$ cat src/hw/rtl/ecse_pkg.sv
// ecse_pkg: widths, register indexes and the speed scale factor shared by the
// encoder count and speed estimator. Depends on nothing.
`timescale 1ns / 1ps
package ecse_pkg;

	localparam int POS_W       = 16;             // position count and config registers
	localparam int CFG_W       = 16;             // widest configuration register
	localparam int CFG_INDEX_W = 1;              // register index width
	localparam int STEP_W      = 18;             // corrected count step, signed
	localparam int DIFF_W      = 17;             // raw count difference, signed
	localparam int MAG_W       = 27;             // |step| * 625
	localparam int DIVIDEND_W  = 25;             // |step| * 625 / 4
	localparam int SPEED_W     = 26;             // speed result, signed
	localparam int SCALE       = 625;            // 156.25 * 4

	localparam logic [CFG_INDEX_W-1:0] REG_WRAP_LIMIT     = 1'b0;
	localparam logic [CFG_INDEX_W-1:0] REG_WRAP_THRESHOLD = 1'b1;

	localparam logic [POS_W-1:0] WRAP_LIMIT_RESET     = 16'hFFFF;
	localparam logic [POS_W-1:0] WRAP_THRESHOLD_RESET = 16'h8000;

	typedef logic [POS_W-1:0]               pos_t;
	typedef logic signed [STEP_W-1:0]       step_t;
	typedef logic signed [DIFF_W-1:0]       diff_t;
	typedef logic [DIVIDEND_W-1:0]          dividend_t;
	typedef logic signed [SPEED_W-1:0]      speed_t;

endpackage

$ cat src/hw/rtl/encoder_count_speed_estimator_unit.sv
// encoder_count_speed_estimator_unit: quadrature position counter with a
// bit-serial interval speed estimator. Depends on ecse_pkg.
`timescale 1ns / 1ps
// An edge request (command 0) moves the position count one step, up when
// b_level is 1 and down when it is 0, wrapping between 0 and wrap_limit. It
// is taken when idle and the result slot is free, and posts its result at once.
// A sample request (command 1) forms the count step since the previous sample,
// corrects it by wrap_limit when the jump reaches wrap_threshold, and reports
// speed = step * 625 / (4 * dt), truncated toward zero, where dt is the time
// since the previous sample modulo 2^TIME_BITS. A sample steps from acceptance
// to result as follows: latch the count difference and interval, correct the
// step, scale it by 625, run the restoring divider over the DIVIDEND_W (25)
// dividend bits, one quotient bit per cycle, and load the result register once
// it is free. A zero interval skips the divider and raises zero_interval with
// speed 0. One request is in flight at a time; a new sample request may be
// accepted while the previous result still waits in the output register.
// Configuration writes are taken in any cycle but must only occur while idle.
module encoder_count_speed_estimator_unit #(
	parameter int TIME_BITS = 32
) (
	input  logic                              clk,
	input  logic                              arst_n,
	// configuration
	input  logic                              cfg_we,
	input  logic [ecse_pkg::CFG_INDEX_W-1:0]  cfg_index,
	input  logic [ecse_pkg::CFG_W-1:0]        cfg_wdata,
	// request channel
	input  logic                              in_valid,
	output logic                              in_ready,
	input  logic                              command,
	input  logic                              b_level,
	input  logic [31:0]                       time_ms,
	// result channel
	output logic                              out_valid,
	input  logic                              out_ready,
	output logic [ecse_pkg::POS_W-1:0]        position_out,
	output logic signed [ecse_pkg::SPEED_W-1:0] speed,
	output logic                              speed_valid,
	output logic                              zero_interval
);

	localparam logic [2:0] ST_IDLE  = 3'd0;
	localparam logic [2:0] ST_STEP  = 3'd1;
	localparam logic [2:0] ST_SCALE = 3'd2;
	localparam logic [2:0] ST_DIV   = 3'd3;
	localparam logic [2:0] ST_DONE  = 3'd4;

	localparam int CNT_W = $clog2(ecse_pkg::DIVIDEND_W);

	// Control and state
	logic [2:0]                 state_q;
	logic [CNT_W-1:0]           cnt_q;
	logic                       out_valid_q;
	ecse_pkg::pos_t             wrap_limit_q;
	ecse_pkg::pos_t             wrap_threshold_q;
	ecse_pkg::pos_t             position_q;
	ecse_pkg::pos_t             last_count_q;
	logic [TIME_BITS-1:0]       last_time_q;

	// Sample datapath
	ecse_pkg::diff_t            diff_s1;
	logic [TIME_BITS-1:0]       dt_q;
	logic                       zero_q;
	ecse_pkg::step_t            step_s2;
	logic                       neg_q;
	ecse_pkg::dividend_t        quo_q;       // dividend shifts out, quotient shifts in
	logic [TIME_BITS-1:0]       rem_q;

	// Result register
	ecse_pkg::pos_t             pos_out_q;
	ecse_pkg::speed_t           speed_q;
	logic                       speed_valid_q;
	logic                       zero_out_q;

	logic                       out_free;
	logic                       accept;
	logic                       post_result;
	logic [TIME_BITS+31:0]      time_wide;
	logic [TIME_BITS-1:0]       now;
	ecse_pkg::pos_t             pos_next;
	logic [ecse_pkg::POS_W-1:0] abs_diff;
	logic                       wrap_hit;
	ecse_pkg::step_t            diff_ext;
	ecse_pkg::step_t            lim_ext;
	ecse_pkg::step_t            step_c;
	logic [ecse_pkg::STEP_W-2:0] step_abs;
	logic [ecse_pkg::MAG_W-1:0] mag;
	logic [TIME_BITS:0]         trial;
	logic [TIME_BITS:0]         dt_ext;
	logic [TIME_BITS:0]         trial_diff;
	logic                       fits;
	ecse_pkg::speed_t           speed_c;

	assign out_free = !out_valid_q || out_ready;
	// A sample needs no free result slot to start; an edge finishes at once.
	assign in_ready = (state_q == ST_IDLE) && (command || out_free);
	assign accept   = in_valid && in_ready;

	// Load the result register on an accepted edge or a finished sample.
	assign post_result = (state_q == ST_IDLE && accept && !command)
		|| (state_q == ST_DONE && out_free);

	// Widen or trim the millisecond time to the interval width.
	assign time_wide = {{TIME_BITS{1'b0}}, time_ms};
	assign now       = time_wide[TIME_BITS-1:0];

	// Edge counting with wrap at both ends.
	always_comb begin
		if (b_level) begin
			pos_next = (position_q >= wrap_limit_q) ? '0 : position_q + 1'b1;
		end else begin
			pos_next = (position_q == '0) ? wrap_limit_q : position_q - 1'b1;
		end
	end

	// Step correction: the count is stable while a sample is in flight.
	always_comb begin
		abs_diff = diff_s1[ecse_pkg::DIFF_W-1] ? ecse_pkg::POS_W'(-diff_s1)
			: diff_s1[ecse_pkg::POS_W-1:0];
		wrap_hit = abs_diff >= wrap_threshold_q;
		diff_ext = ecse_pkg::STEP_W'(diff_s1);
		lim_ext  = ecse_pkg::step_t'({2'b00, wrap_limit_q});
		if (!wrap_hit) begin
			step_c = diff_ext;
		end else if (position_q > wrap_threshold_q) begin
			step_c = diff_ext - lim_ext;
		end else begin
			step_c = diff_ext + lim_ext;
		end
	end

	// Scale magnitude by 625; the divide by 4 is the dropped low bits.
	assign step_abs = step_s2[ecse_pkg::STEP_W-1] ? (ecse_pkg::STEP_W-1)'(-step_s2)
		: step_s2[ecse_pkg::STEP_W-2:0];
	assign mag = ecse_pkg::MAG_W'(step_abs) * ecse_pkg::MAG_W'(ecse_pkg::SCALE);

	// One restoring division step.
	assign trial      = {rem_q, quo_q[ecse_pkg::DIVIDEND_W-1]};
	assign dt_ext     = {1'b0, dt_q};
	assign trial_diff = trial - dt_ext;
	assign fits       = trial >= dt_ext;

	always_comb begin
		if (zero_q) begin
			speed_c = '0;
		end else if (neg_q) begin
			speed_c = -ecse_pkg::speed_t'({1'b0, quo_q});
		end else begin
			speed_c = ecse_pkg::speed_t'({1'b0, quo_q});
		end
	end

	// Configuration registers
	always_ff @(posedge clk or negedge arst_n) begin
		if (!arst_n) begin
			wrap_limit_q     <= ecse_pkg::WRAP_LIMIT_RESET;
			wrap_threshold_q <= ecse_pkg::WRAP_THRESHOLD_RESET;
		end else if (cfg_we) begin
			unique case (cfg_index)
				ecse_pkg::REG_WRAP_LIMIT:     wrap_limit_q     <= cfg_wdata;
				ecse_pkg::REG_WRAP_THRESHOLD: wrap_threshold_q <= cfg_wdata;
				default: ;
			endcase
		end
	end

	// Sequencer and architectural state
	always_ff @(posedge clk or negedge arst_n) begin
		if (!arst_n) begin
			state_q      <= ST_IDLE;
			cnt_q        <= '0;
			position_q   <= '0;
			last_count_q <= '0;
			last_time_q  <= '0;
			out_valid_q  <= 1'b0;
		end else begin
			// Post a new result, or drop the slot once its result is taken.
			out_valid_q <= post_result || (out_valid_q && !out_ready);
			unique case (state_q)
				ST_IDLE: begin
					if (accept && !command) begin
						// Edge: count and post the result right away.
						position_q <= pos_next;
					end else if (accept) begin
						last_count_q <= position_q;
						last_time_q  <= now;
						state_q      <= ST_STEP;
					end
				end
				ST_STEP: begin
					state_q <= ST_SCALE;
				end
				ST_SCALE: begin
					cnt_q   <= CNT_W'(ecse_pkg::DIVIDEND_W - 1);
					state_q <= zero_q ? ST_DONE : ST_DIV;
				end
				ST_DIV: begin
					cnt_q <= cnt_q - 1'b1;
					if (cnt_q == '0) begin
						state_q <= ST_DONE;
					end
				end
				ST_DONE: begin
					if (out_free) begin
						state_q <= ST_IDLE;
					end
				end
				default: state_q <= ST_IDLE;
			endcase
		end
	end

	// Datapath registers, no reset needed
	always_ff @(posedge clk) begin
		if (state_q == ST_IDLE && accept && command) begin
			diff_s1 <= ecse_pkg::diff_t'({1'b0, position_q})
				- ecse_pkg::diff_t'({1'b0, last_count_q});
			dt_q    <= now - last_time_q;
		end
		if (state_q == ST_STEP) begin
			step_s2 <= step_c;
			zero_q  <= dt_q == '0;
		end
		if (state_q == ST_SCALE) begin
			neg_q <= step_s2[ecse_pkg::STEP_W-1];
			quo_q <= mag[ecse_pkg::MAG_W-1:2];
			rem_q <= '0;
		end
		if (state_q == ST_DIV) begin
			// Shift in the next dividend bit; subtract when the divisor fits.
			rem_q <= fits ? trial_diff[TIME_BITS-1:0] : trial[TIME_BITS-1:0];
			quo_q <= {quo_q[ecse_pkg::DIVIDEND_W-2:0], fits};
		end
		if (state_q == ST_IDLE && accept && !command) begin
			pos_out_q     <= pos_next;
			speed_q       <= '0;
			speed_valid_q <= 1'b0;
			zero_out_q    <= 1'b0;
		end else if (state_q == ST_DONE && out_free) begin
			pos_out_q     <= position_q;
			speed_q       <= speed_c;
			speed_valid_q <= !zero_q;
			zero_out_q    <= zero_q;
		end
	end

	assign out_valid     = out_valid_q;
	assign position_out  = pos_out_q;
	assign speed         = speed_q;
	assign speed_valid   = speed_valid_q;
	assign zero_interval = zero_out_q;

	// A result never claims both a speed and a zero interval.
	assert property (@(posedge clk) disable iff (!arst_n)
		out_valid_q |-> !(speed_valid_q && zero_out_q))
		else $error("speed_valid and zero_interval both set");

	// A result without a speed sample carries zero speed.
	assert property (@(posedge clk) disable iff (!arst_n)
		(out_valid_q && !speed_valid_q) |-> (speed_q == '0))
		else $error("nonzero speed without speed_valid");

	// The count moves only on an accepted edge: it holds while a sample is in flight.
	assert property (@(posedge clk) disable iff (!arst_n)
		(state_q != ST_IDLE) |=> $stable(position_q))
		else $error("position changed while a sample was in flight");

	// A result is posted only when the slot frees up.
	assert property (@(posedge clk) disable iff (!arst_n)
		(state_q == ST_DONE && !out_free) |=> (state_q == ST_DONE))
		else $error("sample left the done state with the result slot full");

	// The divider count stays within the quotient width.
	assert property (@(posedge clk) disable iff (!arst_n)
		(state_q == ST_DIV) |-> (cnt_q <= CNT_W'(ecse_pkg::DIVIDEND_W - 1)))
		else $error("divider count out of range");

endmodule

$ cat config.mk
export PLATFORM = sky130hd
export DESIGN_NAME = encoder_count_speed_estimator_unit
export DESIGN_NICKNAME = d
export VERILOG_FILES = /design/src/hw/rtl/ecse_pkg.sv /design/src/hw/rtl/encoder_count_speed_estimator_unit.sv
export SDC_FILE = /design/constraint.sdc
export NUM_CORES = 1
export LEC_CHECK = 0
export ABC_CLOCK_PERIOD_IN_PS = 9000
export BUFFER_PORTS_ARGS = -buffer_cell sky130_fd_sc_hd__buf_2
export CAP_MARGIN = 20
export CELL_PAD_IN_SITES_DETAIL_PLACEMENT = 0
export CELL_PAD_IN_SITES_GLOBAL_PLACEMENT = 1
export CORE_UTILIZATION = 27
export DETAILED_ROUTE_END_ITERATION = 12
export PLACE_DENSITY_LB_ADDON = 0.12
export SETUP_SLACK_MARGIN = 0.1
export SLEW_MARGIN = 20
export SYNTH_ARGS = -nofsm -noshare
export SYNTH_HDL_FRONTEND = slang
export SYNTH_SLANG_ARGS = --single-unit
$ cat constraint.sdc
create_clock -name clk -period 9 [get_ports clk]
set_input_delay 0.45 -clock clk [delete_from_list [all_inputs] [get_ports clk]]
set_output_delay 0.45 -clock clk [all_outputs]
set_load 0.02 [all_outputs]
## After elaboration in Yosys (flattened, before gate mapping)

Cells that the tools add are included.

- Reductions and logical operators: 27
- Multipliers: 1
- Mux-type cells: 23
- Add/subtract/negate cells: 11
- Bitwise operators: 2
- $lt $le $gt $ge: 4
- Eq/ne operators: 8

Operator list:

| kind | number |
|---|---|
| $mux 16 | 6 |
| $mux 32 | 3 |
| $sub 32x32->32 | 2 |
| $mux 26 | 2 |
| $mux 25 | 2 |
| $mux 18 | 2 |
| $ge 33x32->1 | 1 |
| $ge 16x16->1 | 2 |
| $logic_not 32->1 | 1 |
| $mul 17x10->27 const B | 1 |
| $neg 25->26 | 1 |
| $add 17x17->18 | 1 |
| $sub 17x17->18 | 1 |
| $mux 17 | 1 |
| $neg 17->17 | 1 |
| $sub 16x16->17 | 1 |
| $add 16x1->16 const B | 1 |
| $gt 16x16->1 | 1 |
| $logic_not 16->1 | 1 |
| $neg 16->16 | 1 |
| $sub 16x1->16 const B | 1 |
| $mux 3 | 5 |
| $pmux 3 s5 | 1 |
| $pmux 5 s2 | 1 |
| other kinds (15) | 36 |

- Register bits after elaboration: 275

## Longest topological paths before layout

Gate-level depths: netlist (run 1).

- Depth after elaboration: 9
- Depth in mapped cells: 27
- Mapped depth without buffers: 27

## Worst setup path before layout (run 1)

OpenSTA, ideal clock, no wires.

- Kind: reg-to-reg
- From: register step_s2[6]
- To: register quo_q[23], data pin
- Period minus slack after synthesis: 6.051 ns
- Data arrival time: 5.783 ns
- Path slack: 2.949 ns
- Stages on the path, launching flop included: 22
- Library setup time: 0.268 ns
- Path through: edfxtp_1 > or4_1 > o41ai_1 > xnor2_1 > ha_1 > xor2_1 > ha_1 > fa_1 > ha_1 > inv_1 > fa_1 > inv_1 > ha_1 > or3_1 > a221o_1 > nand2_1 > a21oi_1 > a211o_1 > a221oi_1 > a21oi_1 > xnor2_1 > o21ai_0

- Longest elaborated chain between the ends: 5

RTL lines:

| item | line | RTL |
|---|---|---|
| from (decl) | encoder_count_speed_estimator_unit.sv:64 | `ecse_pkg::step_t step_s2;` |
| from (signal assigned) | encoder_count_speed_estimator_unit.sv:221 | `step_s2 <= step_c;` |
| $neg 17->17 | encoder_count_speed_estimator_unit.sv:133 | `assign step_abs = step_s2[ecse_pkg::STEP_W-1] ? (ecse_pkg::STEP_W-1)'(-step_s2)` |
| $mux 17 * | encoder_count_speed_estimator_unit.sv:133 |  |
| $mul 17x10->27 * | encoder_count_speed_estimator_unit.sv:135 | `assign mag = ecse_pkg::MAG_W'(step_abs) * ecse_pkg::MAG_W'(ecse_pkg::SCALE);` |
| $mux 25 * | encoder_count_speed_estimator_unit.sv:224 | `if (state_q == ST_SCALE) begin` |
| $mux 25 * | encoder_count_speed_estimator_unit.sv:229 | `if (state_q == ST_DIV) begin` |
| to (signal assigned) | encoder_count_speed_estimator_unit.sv:226 | `quo_q <= mag[ecse_pkg::MAG_W-1:2];` |
| to (signal assigned) | encoder_count_speed_estimator_unit.sv:232 | `quo_q <= {quo_q[ecse_pkg::DIVIDEND_W-2:0], fits};` |
| to (decl) | encoder_count_speed_estimator_unit.sv:66 | `ecse_pkg::dividend_t quo_q;` |

Every way passes the cells marked *; elsewhere a longest branch is shown, timed or not. The select of a mux whose other input is x is not followed.
A chain may end at the register's enable or synchronous reset.

## Worst setup path in the final report (run 1)

Ends and elaborated chain as after synthesis.

==> results of run 1 <==
-- worst max path at each step --
| stage | cells after the start | end | from |
|---|---|---|---|
| after floorplan | 21 | quo_q[23]$_DFFE_PP_ | step_s2[6]$_DFFE_PP_ |
| after CTS | 21 | quo_q[23]$_DFFE_PP_ | step_s2[6]$_DFFE_PP_ |
| after global routing | 23 | quo_q[23]$_DFFE_PP_ | step_s2[6]$_DFFE_PP_ |
| after global placement | 21 | quo_q[23]$_DFFE_PP_ | step_s2[6]$_DFFE_PP_ |
| final | 21 | quo_q[23]$_DFFE_PP_ | step_s2[6]$_DFFE_PP_ |
| after detailed placement | 21 | quo_q[23]$_DFFE_PP_ | step_s2[6]$_DFFE_PP_ |
-- stage by stage --
stage	hold slack (ps)	utilization, %	area, sq um	std cells
2_1_floorplan	154.4	-	21030	2257
3_3_place_gp	444.3	29.62	22650	3329
3_5_place_dp	438.2	29.63	22650	3329
4_1_cts	10.44	31.42	24020	3405
5_1_grt	62.34	31.42	24020	3405
6_report	-0.1240	31.42	24020	3405
-- synth_stat cells (46+ instances only) --
| library cell | count | share of area (%) |
|---|---|---|
| dfrtp_1 | 88 | 10 |
| inv_1 | 229 | 4.1 |
| a21o_1 | 62 | 2.2 |
| xor2_1 | 60 | 2.5 |
| a21oi_1 | 148 | 3.5 |
| a22o_1 | 46 | 1.9 |
| nor2_1 | 175 | 3.1 |
| edfxtp_1 | 142 | 20 |
| xnor2_1 | 126 | 5.2 |
| nand2_1 | 181 | 3.2 |
| ha_1 | 232 | 14 |
| o21ai_0 | 158 | 3.8 |
| clkbuf_1 | 63 | 1.1 |
-- state kept, by name, summed over array words and instances (netlist names), 17 cells and up --
name / count
last_time_q: 32
step_s2: 18
speed: 26
rem_q: 32
diff_s1: 17
quo_q: 25
dt_q: 32
-- routing by layer --
metal | part of all wire [%] | track usage (%)
met1 | 50 | 21.83
met2 | 44 | 24.27
met3 | 3.0 | 1.779
met4 | 2.3 | 4.512
met5 | 0 | 0
-- cell families (layout without fill, tap and decap cells) --
group | Yosys count | count (layout) | synth area share [%]
AO/OA/AOI/OAI | 597 | 597 | 18.64
AND/OR/NAND/NOR | 582 | 582 | 13.01
buffers and inverters | 309 | 427 | 5.754
flip-flops | 275 | 275 | 35.54
adder cells (fa/ha/maj) | 268 | 268 | 17.23
XOR/XNOR | 186 | 186 | 7.747
multiplexers | 40 | 40 | 2.083
-- worst max-delay path, delay by kind of cell, from the launching register on --
family | cells | cell delay [ps]
DFF | 1 | 420
AOI/OAI and AO/OA | 7 | 1890
and+or+nand+nor | 3 | 1030
xor gates and xnor gates | 3 | 600
buffers and inverters | 2 | 90
adders and majority gates | 6 | 2160
-- layout make-up --
cell class / count / area [sq um]
Fill cell: 7999 / 52430
Multi-Input combinational cell: 1673 / 12370
Sequential cell: 275 / 7473
Tap cell: 1030 / 1289
Clock buffer: 52 / 1119
Inverter: 231 / 867.1
Timing Repair Buffer: 120 / 650.6
Clock inverter: 24 / 255.2
-- cell usage in the layout, fill, tap and decap left out, drive strengths merged, types with 15 or more instances in the layout --
master  count
a21o       63
ha        232
o21ai     166
buf       120
nor3       34
clkbuf     52
inv       232
xnor2     126
nand3      22
nor4       19
and3       21
clkinv     18
nand2     181
dfstp      17
nor2b      24
o21a       25
xor2       60
edfxtp    142
mux2       27
a31oi      21
or3        15
nand2b     30
o31ai      22
a22o       46
nor2      175
fa         36
a21oi     150
nand4      26
dfrtp      88
dfxtp      28
==> flow_summary.ini, run 1 <==
[status]
status = finished, violations left
failed_checks = negative hold slack

[synth]
synth.distinct_cells = 86
synth_area_sq_um = 21030
synth_edf_count = 142
ys_async_sr_fraction_pct = 38.18
synth.yosys.seq_area_share_pct = 35.54
synth_area_per_cell_sq_um = 9.317
yosysWarningCount = 0
synth-seq-cells = 275
yosys_most_used_dff = edfxtp_1
syn-num-nets = 2581
synthCells = 2257

[timing]
relSlewSlack_pct = 33.66
grt_setup_unrepaired = no
clock.fmax_mhz = 154.2
tightest_slew_ps = 995.1
finalHoldViolCount = 1
hold_slack_ps = -0.1240
final.setup_skew_ps = 31.11
min_period_over_period_pct = 72.07
setup_violations = 0
fin_crit_ps = 6487
final.setup.tns_ps = 0
setup_ws_ps = 2513
drv_slew = 0

[setup_path]
slowest_stage = or4_1
critPathMaxFanout = 4
max_stage_delay_ps = 610
rrSetupSlack_ps = 2510
worst-endpoint-required_ps = 9260
worst-setup-path-type = flop to flop
critPathLaunchType = flop
cp_data_arrival_time_ps = 6740
reg2regPathDepth = 21
path_cells = or4_1 > o41ai_1 > xnor2_1 > ha_1 > xor2_1 > ha_1 > fa_1 > ha_1 > inv_1 > fa_1 > inv_1 > ha_1 > or3_1 > a221o_1 > nand2_1 > a21oi_1 > a211o_1 > a221oi_1 > a21oi_1 > xnor2_1 > o21ai_0
cpMostUsedCell = ha_1
timing.rr.end = quo_q[23]$_DFFE_PP_
r2r-start = step_s2[6]$_DFFE_PP_
end_kind = flop

[global_routing]
gr-total-overflow = 0
grt_pass1_vias = 16191
grt_pass1_wl_microns = 94590
track_usage_pct = 15.36
grt_start_max_net_pins = 76
antenna_found_initial = 0

[route]
wl_per_cell_microns = 17.66
num_vias = 16221
ant_nets = 0
drt_iter0_drc = 691
routed_wl_microns = 60120
drt_first_pass_iters = 5
vias_per_cell = 4.764
drc = 0

[die]
dieWidth_microns = 281.1
io_pins = 102
rows = 101
dieArea_sq_um = 79000
die_y_microns = 281.1
start_util_pct = 27.50
core_area_sq_um = 76450

[clocking]
holdBufCountCts = 0
cts_tree = yes
cts_resized = 0
post_cts_buffers = 0
clk_pin_slew_ps = 50
clock_sinks = 275
cts_buffer_depth = 3
clk_latency_ps = 580
numCtsBuffers = 41
htreeDepth = 2
cts-root-buf = clkbuf_16

[finish]
diodes = 0
syn2layout_area_growth_pct = 14.25
drive_gt1_share_pct = 11.12
nNetsFinal = 2666

[place]
preCtsSetupSlack_ps = 2487
io_buffers = 101
dpl.hpwl_microns = 46770
place.gp.congestion = 0.7975

[hold_path]
min_path_type = input pin to asynchronous set/reset pin

[job]
maxCapViolCount = 0
Power of run 1 is left out: the tool's default activity adds up to more than one toggle a clock period on the data nets, which glitch-free logic cannot reach.
==> inputs of run 2 (changes only) <==
--- a/config.mk
+++ b/config.mk
@@ -5,7 +5,8 @@
 export SDC_FILE = /design/constraint.sdc
 export NUM_CORES = 1
 export LEC_CHECK = 0
-export ABC_CLOCK_PERIOD_IN_PS = 9000
+export ABC_AREA = 1
+export ABC_CLOCK_PERIOD_IN_PS = 6680
 export BUFFER_PORTS_ARGS = -buffer_cell sky130_fd_sc_hd__buf_2
 export CAP_MARGIN = 20
 export CELL_PAD_IN_SITES_DETAIL_PLACEMENT = 0
==> constraint.sdc (replaced) <==
create_clock -name clk -period 6.68 [get_ports clk]
set_input_delay 0.334 -clock clk [delete_from_list [all_inputs] [get_ports clk]]
set_output_delay 0.334 -clock clk [all_outputs]
set_load 0.02 [all_outputs]
==> run 2 against run 1 <==
Effect of this change:
- the run now ends clean
- sequential share of layout area fell by 3.5 points
- register-to-register slack worse by 1800 ps
- worst setup slack worse by 1800 ps
- die area rose by 12%
- hold slack better by 33 ps
- flip-flop and latch count is the same
- via count is 29% higher
- first-iteration DRC count rose by 55%
- non-clock buffer count is 38 higher
- maximum frequency grew 9.3%
- critical path depth increased by 6
- critical path type unchanged
- critical endpoint is now quo_q[15]$_DFFE_PP_
- largest cell class unchanged
==> flow_summary.ini, run 2 <==
[timing]
grt_setup_unrepaired = no
setup_violations = 0
final.setup.tns_ps = 0
fin_crit_ps = 5934
clock.fmax_mhz = 168.5
drv_slew = 0
hold_slack_ps = 32.49
tightest_slew_ps = 1050
min_period_over_period_pct = 88.83
finalHoldViolCount = 0
relSlewSlack_pct = 29.92
final.setup_skew_ps = 22.43

[finish]
final_common_cell = nand2_1
top_regs = dt_q x32, last_time_q x32, rem_q x32
syn2layout_area_growth_pct = 15.32
diodes = 0
layout_common_cells = nand2_1 (793), inv_1 (516), nor2_1 (310)
drive_gt1_share_pct = 7.713
nFillCells = 9403
layout.cells.non_filler = 4541
seq_area_sq_um = 7473
nNetsFinal = 3690
utilization_pct = 31.63
multi_input_area_sq_um = 13800

[setup_path]
r2r-start = step_s2[0]$_DFFE_PP_
cp_data_arrival_time_ps = 6270
timing.rr.end = quo_q[15]$_DFFE_PP_
max_stage_delay_ps = 520
reg2regPathDepth = 27
worst-path-buf-inv = 10
cpMostUsedCell = inv_1
worst-setup-path-type = flop to flop
slowest_stage = edfxtp_1
worst-endpoint-required_ps = 7020
cp_top_family = adder cells
cp.depth = 27
end_kind = flop
critPathMaxFanout = 6
rrSetupSlack_ps = 750
critPathLaunchType = flop

[global_routing]
track_usage_pct = 17.18
grt_pass1_wl_microns = 120500
grt_pass1_vias = 20994
antenna_found_initial = 0
gr-total-overflow = 0
grt_start_max_net_pins = 92

[die]
rows = 107
io_pins = 102
dieArea_sq_um = 88220
start_util_pct = 27.43
dieWidth_microns = 297.0
die_y_microns = 297.0
core_area_sq_um = 85680

[synth]
synth_top_area_share_pct = 18.15
synth_area_per_cell_sq_um = 7.285
synth.yosys.seq_area_share_pct = 31.80
synth.distinct_cells = 51
synth_edf_count = 142
synth_common_cells = nand2_1 (793), inv_1 (516), nor2_1 (312)
synthTopCellsByArea = edfxtp_1 (18%), nand2_1 (13%), ha_1 (12%)
yosys_most_used_dff = edfxtp_1
yosysWarningCount = 0
synth.most_common_cell = nand2_1
synth_area_sq_um = 23500
ys_async_sr_fraction_pct = 38.18
yosysTopAreaCell = edfxtp_1
syn-num-nets = 3550
synth-seq-cells = 275
synthCells = 3226

[place]
place.gp.congestion = 0.8452
dp.cells = 4426
dpl.hpwl_microns = 60790
io_buffers = 101

[hold_path]
hold_start = time_ms[2]
min_to = last_time_q[2]$_DFFE_PN0P_
min_path_type = input pin to flop
holdPathStages = 3

[route]
drc = 0
ant_nets = 0
num_vias = 20956
wl_per_cell_microns = 16.71
vias_per_cell = 4.615
drt_iter0_drc = 1070
routed_wl_microns = 75870
drt_first_pass_iters = 5

[clocking]
clock_sinks = 275
htreeDepth = 2
clk_latency_ps = 580
cts_buffer_depth = 3
cts_tree = yes
cts-root-buf = clkbuf_16
post_cts_buffers = 0
numCtsBuffers = 39
clk_pin_slew_ps = 60

[job]
maxCapViolCount = 0

[status]
status = finished clean
[run 2: changes by cell type after synthesis, moves of 46 or more]
cell	delta
a22o_1	-46
nand2_1	+612
o21ai_0	+99
nor2_1	+137
xnor2_1	-103
inv_1	+287
nand3_1	+126
xor2_1	+51
[run 2: routing by layer]
layer	share of wire, %	track usage (%)	up-vias	wire length [microns]
li1	-	-	10788	-
met4	1.6	3.449	0	1196
met5	0	0	-	0
met1	50	24.39	9774	38050
met3	3.2	1.987	71	2404
met2	45	27.93	323	34220
[run 2: kinds of logic (layout without fill, tap and decap cells)]
group | Yosys count | after routing | share of synthesized area, %
AND/OR/NAND/NOR | 1454 | 1454 | 26.31
adder cells (fa/ha/maj) | 268 | 268 | 15.42
buffers and inverters | 584 | 755 | 9.669
AO/OA/AOI/OAI | 509 | 509 | 11.67
XOR/XNOR | 136 | 136 | 5.133
flip-flops | 275 | 275 | 31.80
[run 2: how the worst max path moves through the flow]
stage	startpoint	slack, ps	endpoint
after floorplan	step_s2[0]$_DFFE_PP_	1170	quo_q[17]$_DFFE_PP_
after global placement	step_s2[0]$_DFFE_PP_	540	quo_q[17]$_DFFE_PP_
after detailed placement	step_s2[0]$_DFFE_PP_	500	quo_q[17]$_DFFE_PP_
after CTS	step_s2[0]$_DFFE_PP_	480	quo_q[17]$_DFFE_PP_
after global routing	step_s2[0]$_DFFE_PP_	160	quo_q[15]$_DFFE_PP_
final	step_s2[0]$_DFFE_PP_	750	quo_q[15]$_DFFE_PP_
[run 2: worst reg2reg max path, stage by stage, from the launching register on]
cell and delay, ps:
edfxtp_1 520, inv_1 100, ha_1 140, inv_1 50, nor2_1 120, inv_1 90
o21ai_0 220, xor2_1 430, inv_1 170, fa_1 500, inv_1 60, ha_1 130
inv_1 50, fa_1 490, inv_1 40, ha_1 270, inv_1 50, fa_1 490
inv_1 40, ha_1 340, a21oi_1 270, inv_1 60, a21oi_1 280, o21ai_0 320
nand2_1 170, nand4_1 80, nand3_1 130, nand2_1 70
[run 2: timing repair]
| action | 4_1_cts | 5_1_grt |
|---|---|---|
| hold buffers | 43 | 0 |
| setup endpoints to repair | 0 | 2 |
| resized for setup | 0 | 2 |
| hold endpoints to repair | 86 | 0 |
[run 2: metrics by stage]
stage | setup WS (ps) | instance area, sq um
after global routing | 164.8 | 27100
after floorplan | 1174 | 23500
final | 746.2 | 27100
after CTS | 477.7 | 27080
after detailed placement | 500.0 | 25270
after global placement | 542.6 | 25270
[run 2: final cells by class]
class                           count  area share [%]
Sequential cell                   275           27.58
Tap cell                         1144           5.282
Timing Repair Buffer              158           3.850
Inverter                          525           7.281
Multi-Input combinational cell   2367           50.91
Clock buffer                       56           4.220
Clock inverter                     16          0.8818
Power of run 2 is left out for the same reason.
==> inputs of run 3 (changes only) <==
--- a/config.mk
+++ b/config.mk
@@ -6,7 +6,7 @@
 export NUM_CORES = 1
 export LEC_CHECK = 0
 export ABC_AREA = 1
-export ABC_CLOCK_PERIOD_IN_PS = 6680
+export ABC_CLOCK_PERIOD_IN_PS = 6300
 export BUFFER_PORTS_ARGS = -buffer_cell sky130_fd_sc_hd__buf_2
 export CAP_MARGIN = 20
 export CELL_PAD_IN_SITES_DETAIL_PLACEMENT = 0
==> constraint.sdc (replaced) <==
create_clock -name clk -period 6.3 [get_ports clk]
set_input_delay 0.315 -clock clk [delete_from_list [all_inputs] [get_ports clk]]
set_output_delay 0.315 -clock clk [all_outputs]
set_load 0.02 [all_outputs]
==> run 3 against run 2 <==
Effect of this change:
- register-to-register slack got worse by 180 ps
- die area unchanged
- via count decreased by 0.59%
- non-clock buffer count increased by 2
- global-route usage decreased by 0.27 points
- wire length decreased by 1.0%
- count of clock-buffer cells in the layout decreased by 3
- critical path type unchanged
==> flow_summary.ini, run 3 (synthesis results as in run 2) <==
[status]
status = finished clean

[timing]
final.setup.tns_ps = 0
tightest_slew_ps = 1002
setup_violations = 0
min_period_over_period_pct = 91.03
final.setup_skew_ps = 38.86
drv_slew = 0
clock.fmax_mhz = 174.4
finalHoldViolCount = 0
grt_setup_unrepaired = no
fin_crit_ps = 5735
relSlewSlack_pct = 33.11

[setup_path]
worst-endpoint-required_ps = 6590
critPathMaxFanout = 15
end_kind = flop
worst-setup-path-type = flop to flop
critPathLaunchType = flop
cp_data_arrival_time_ps = 6030

[die]
core_area_sq_um = 85680
die_y_microns = 297.0
rows = 107
dieWidth_microns = 297.0
io_pins = 102
start_util_pct = 27.43
dieArea_sq_um = 88220

[finish]
utilization_pct = 31.49
top_regs = dt_q x32, last_time_q x32, rem_q x32
layout_common_cells = nand2_1 (793), inv_1 (516), nor2_1 (311)
nNetsFinal = 3692
drive_gt1_share_pct = 7.708
final_common_cell = nand2_1
diodes = 0
syn2layout_area_growth_pct = 14.83

[route]
routed_wl_microns = 75080
drt_first_pass_iters = 5
drt_iter0_drc = 1154
num_vias = 20833
drc = 0
wl_per_cell_microns = 16.53
ant_nets = 0
vias_per_cell = 4.586

[clocking]
cts-root-buf = clkbuf_16
post_cts_buffers = 0
numCtsBuffers = 39
cts_buffer_depth = 3
cts_tree = yes
clk_pin_slew_ps = 50
clk_latency_ps = 580
clock_sinks = 275
htreeDepth = 2

[place]
place.gp.congestion = 0.8479
dpl.hpwl_microns = 60350
io_buffers = 101

[global_routing]
grt_pass1_wl_microns = 118900
gr-total-overflow = 0
track_usage_pct = 16.91
grt_start_max_net_pins = 64
grt_pass1_vias = 20952
antenna_found_initial = 1

[job]
maxCapViolCount = 0

[hold_path]
min_path_type = input pin to flop
-- run 3: changes by cell type in the layout (fill, tap and decap cells not counted), sizes merged --
| cell | previous run | this run |
|---|---|---|
| buf | 115 | 120 |
| clkbuf | 56 | 53 |
| dlygate4sd3 | 43 | 40 |
| inv | 529 | 525 |
| bufinv | 5 | 2 |
| clkinv | 5 | 15 |
-- run 3: final cells by class --
| cell class | instances | area (sq um) |
|---|---|---|
| clock buffer | 53 | 1091 |
| clock inverter | 19 | 167.7 |
| fill | 9440 | 58700 |
| inverter | 525 | 1973 |
| multi-input combinational | 2367 | 13800 |
| sequential | 275 | 7473 |
| tap | 1144 | 1431 |
| timing repair buffer | 160 | 1051 |
-- run 3: timing repair --
item,CTS,global route
gates resized for setup,0,3
endpoints found under the setup margin,0,8
hold buffers,40,0
endpoints found under the hold margin,86,0
-- run 3: critical path, stage by stage, from the launching register on --
cell,delay (ps)
edfxtp_1,690
inv_1,240
a21oi_1,290
xor2_1,360
ha_1,330
xor2_1,170
ha_1,270
inv_1,60
fa_1,530
inv_1,40
ha_1,260
inv_1,50
fa_1,490
inv_1,40
ha_1,340
a21oi_1,290
inv_1,70
a21oi_1,250
o21ai_0,270
nand2_1,160
nand4_1,100
nand3_1,120
nand2_1,70
-- run 3: per-stage QoR --
| step | hold slack (ps) | setup slack, ps | cells | instance area, sq um |
|---|---|---|---|---|
| 6_report | 30.40 | 565.4 | 4543 | 26980 |
| 5_1_grt | 26.30 | 103.1 | 4543 | 26980 |
| 4_1_cts | 1.564 | 460.2 | 4543 | 26970 |
| 3_5_place_dp | 389.3 | 464.5 | 4431 | 25310 |
| 3_3_place_gp | 384.6 | 508.7 | 4431 | 25310 |
| 2_1_floorplan | 19.41 | 793.6 | 3226 | 23500 |
-- run 3: final timing paths --
kind / to / cells after the start / from / slack (ps)
worst min register to register: speed[10]$_SDFFE_PP0P_ / 2 / speed[10]$_SDFFE_PP0P_ / 440
worst max register to register: quo_q[15]$_DFFE_PP_ / 22 / step_s2[17]$_DFFE_PP_ / 570
worst max-delay path: quo_q[15]$_DFFE_PP_ / 22 / step_s2[17]$_DFFE_PP_ / 570
worst min-delay path: last_time_q[10]$_DFFE_PN0P_ / 3 / time_ms[10] / 30
min in group asynchronous: last_time_q[29]$_DFFE_PN0P_ / 2 / arst_n / 330
max in group asynchronous: cnt_q[0]$_DFFE_PN0P_ / 3 / arst_n / 4640
-- run 3: per-layer routing --
metal / GRT usage, % / wire length [microns] / vias to the layer above
li1: - / - / 10785
met1: 23.68 / 37280 / 9630
met2: 27.61 / 33710 / 343
met3: 1.957 / 2575 / 75
met4: 3.964 / 1508 / 0
met5: 0 / 0 / -
Power of run 3 is left out for the same reason.
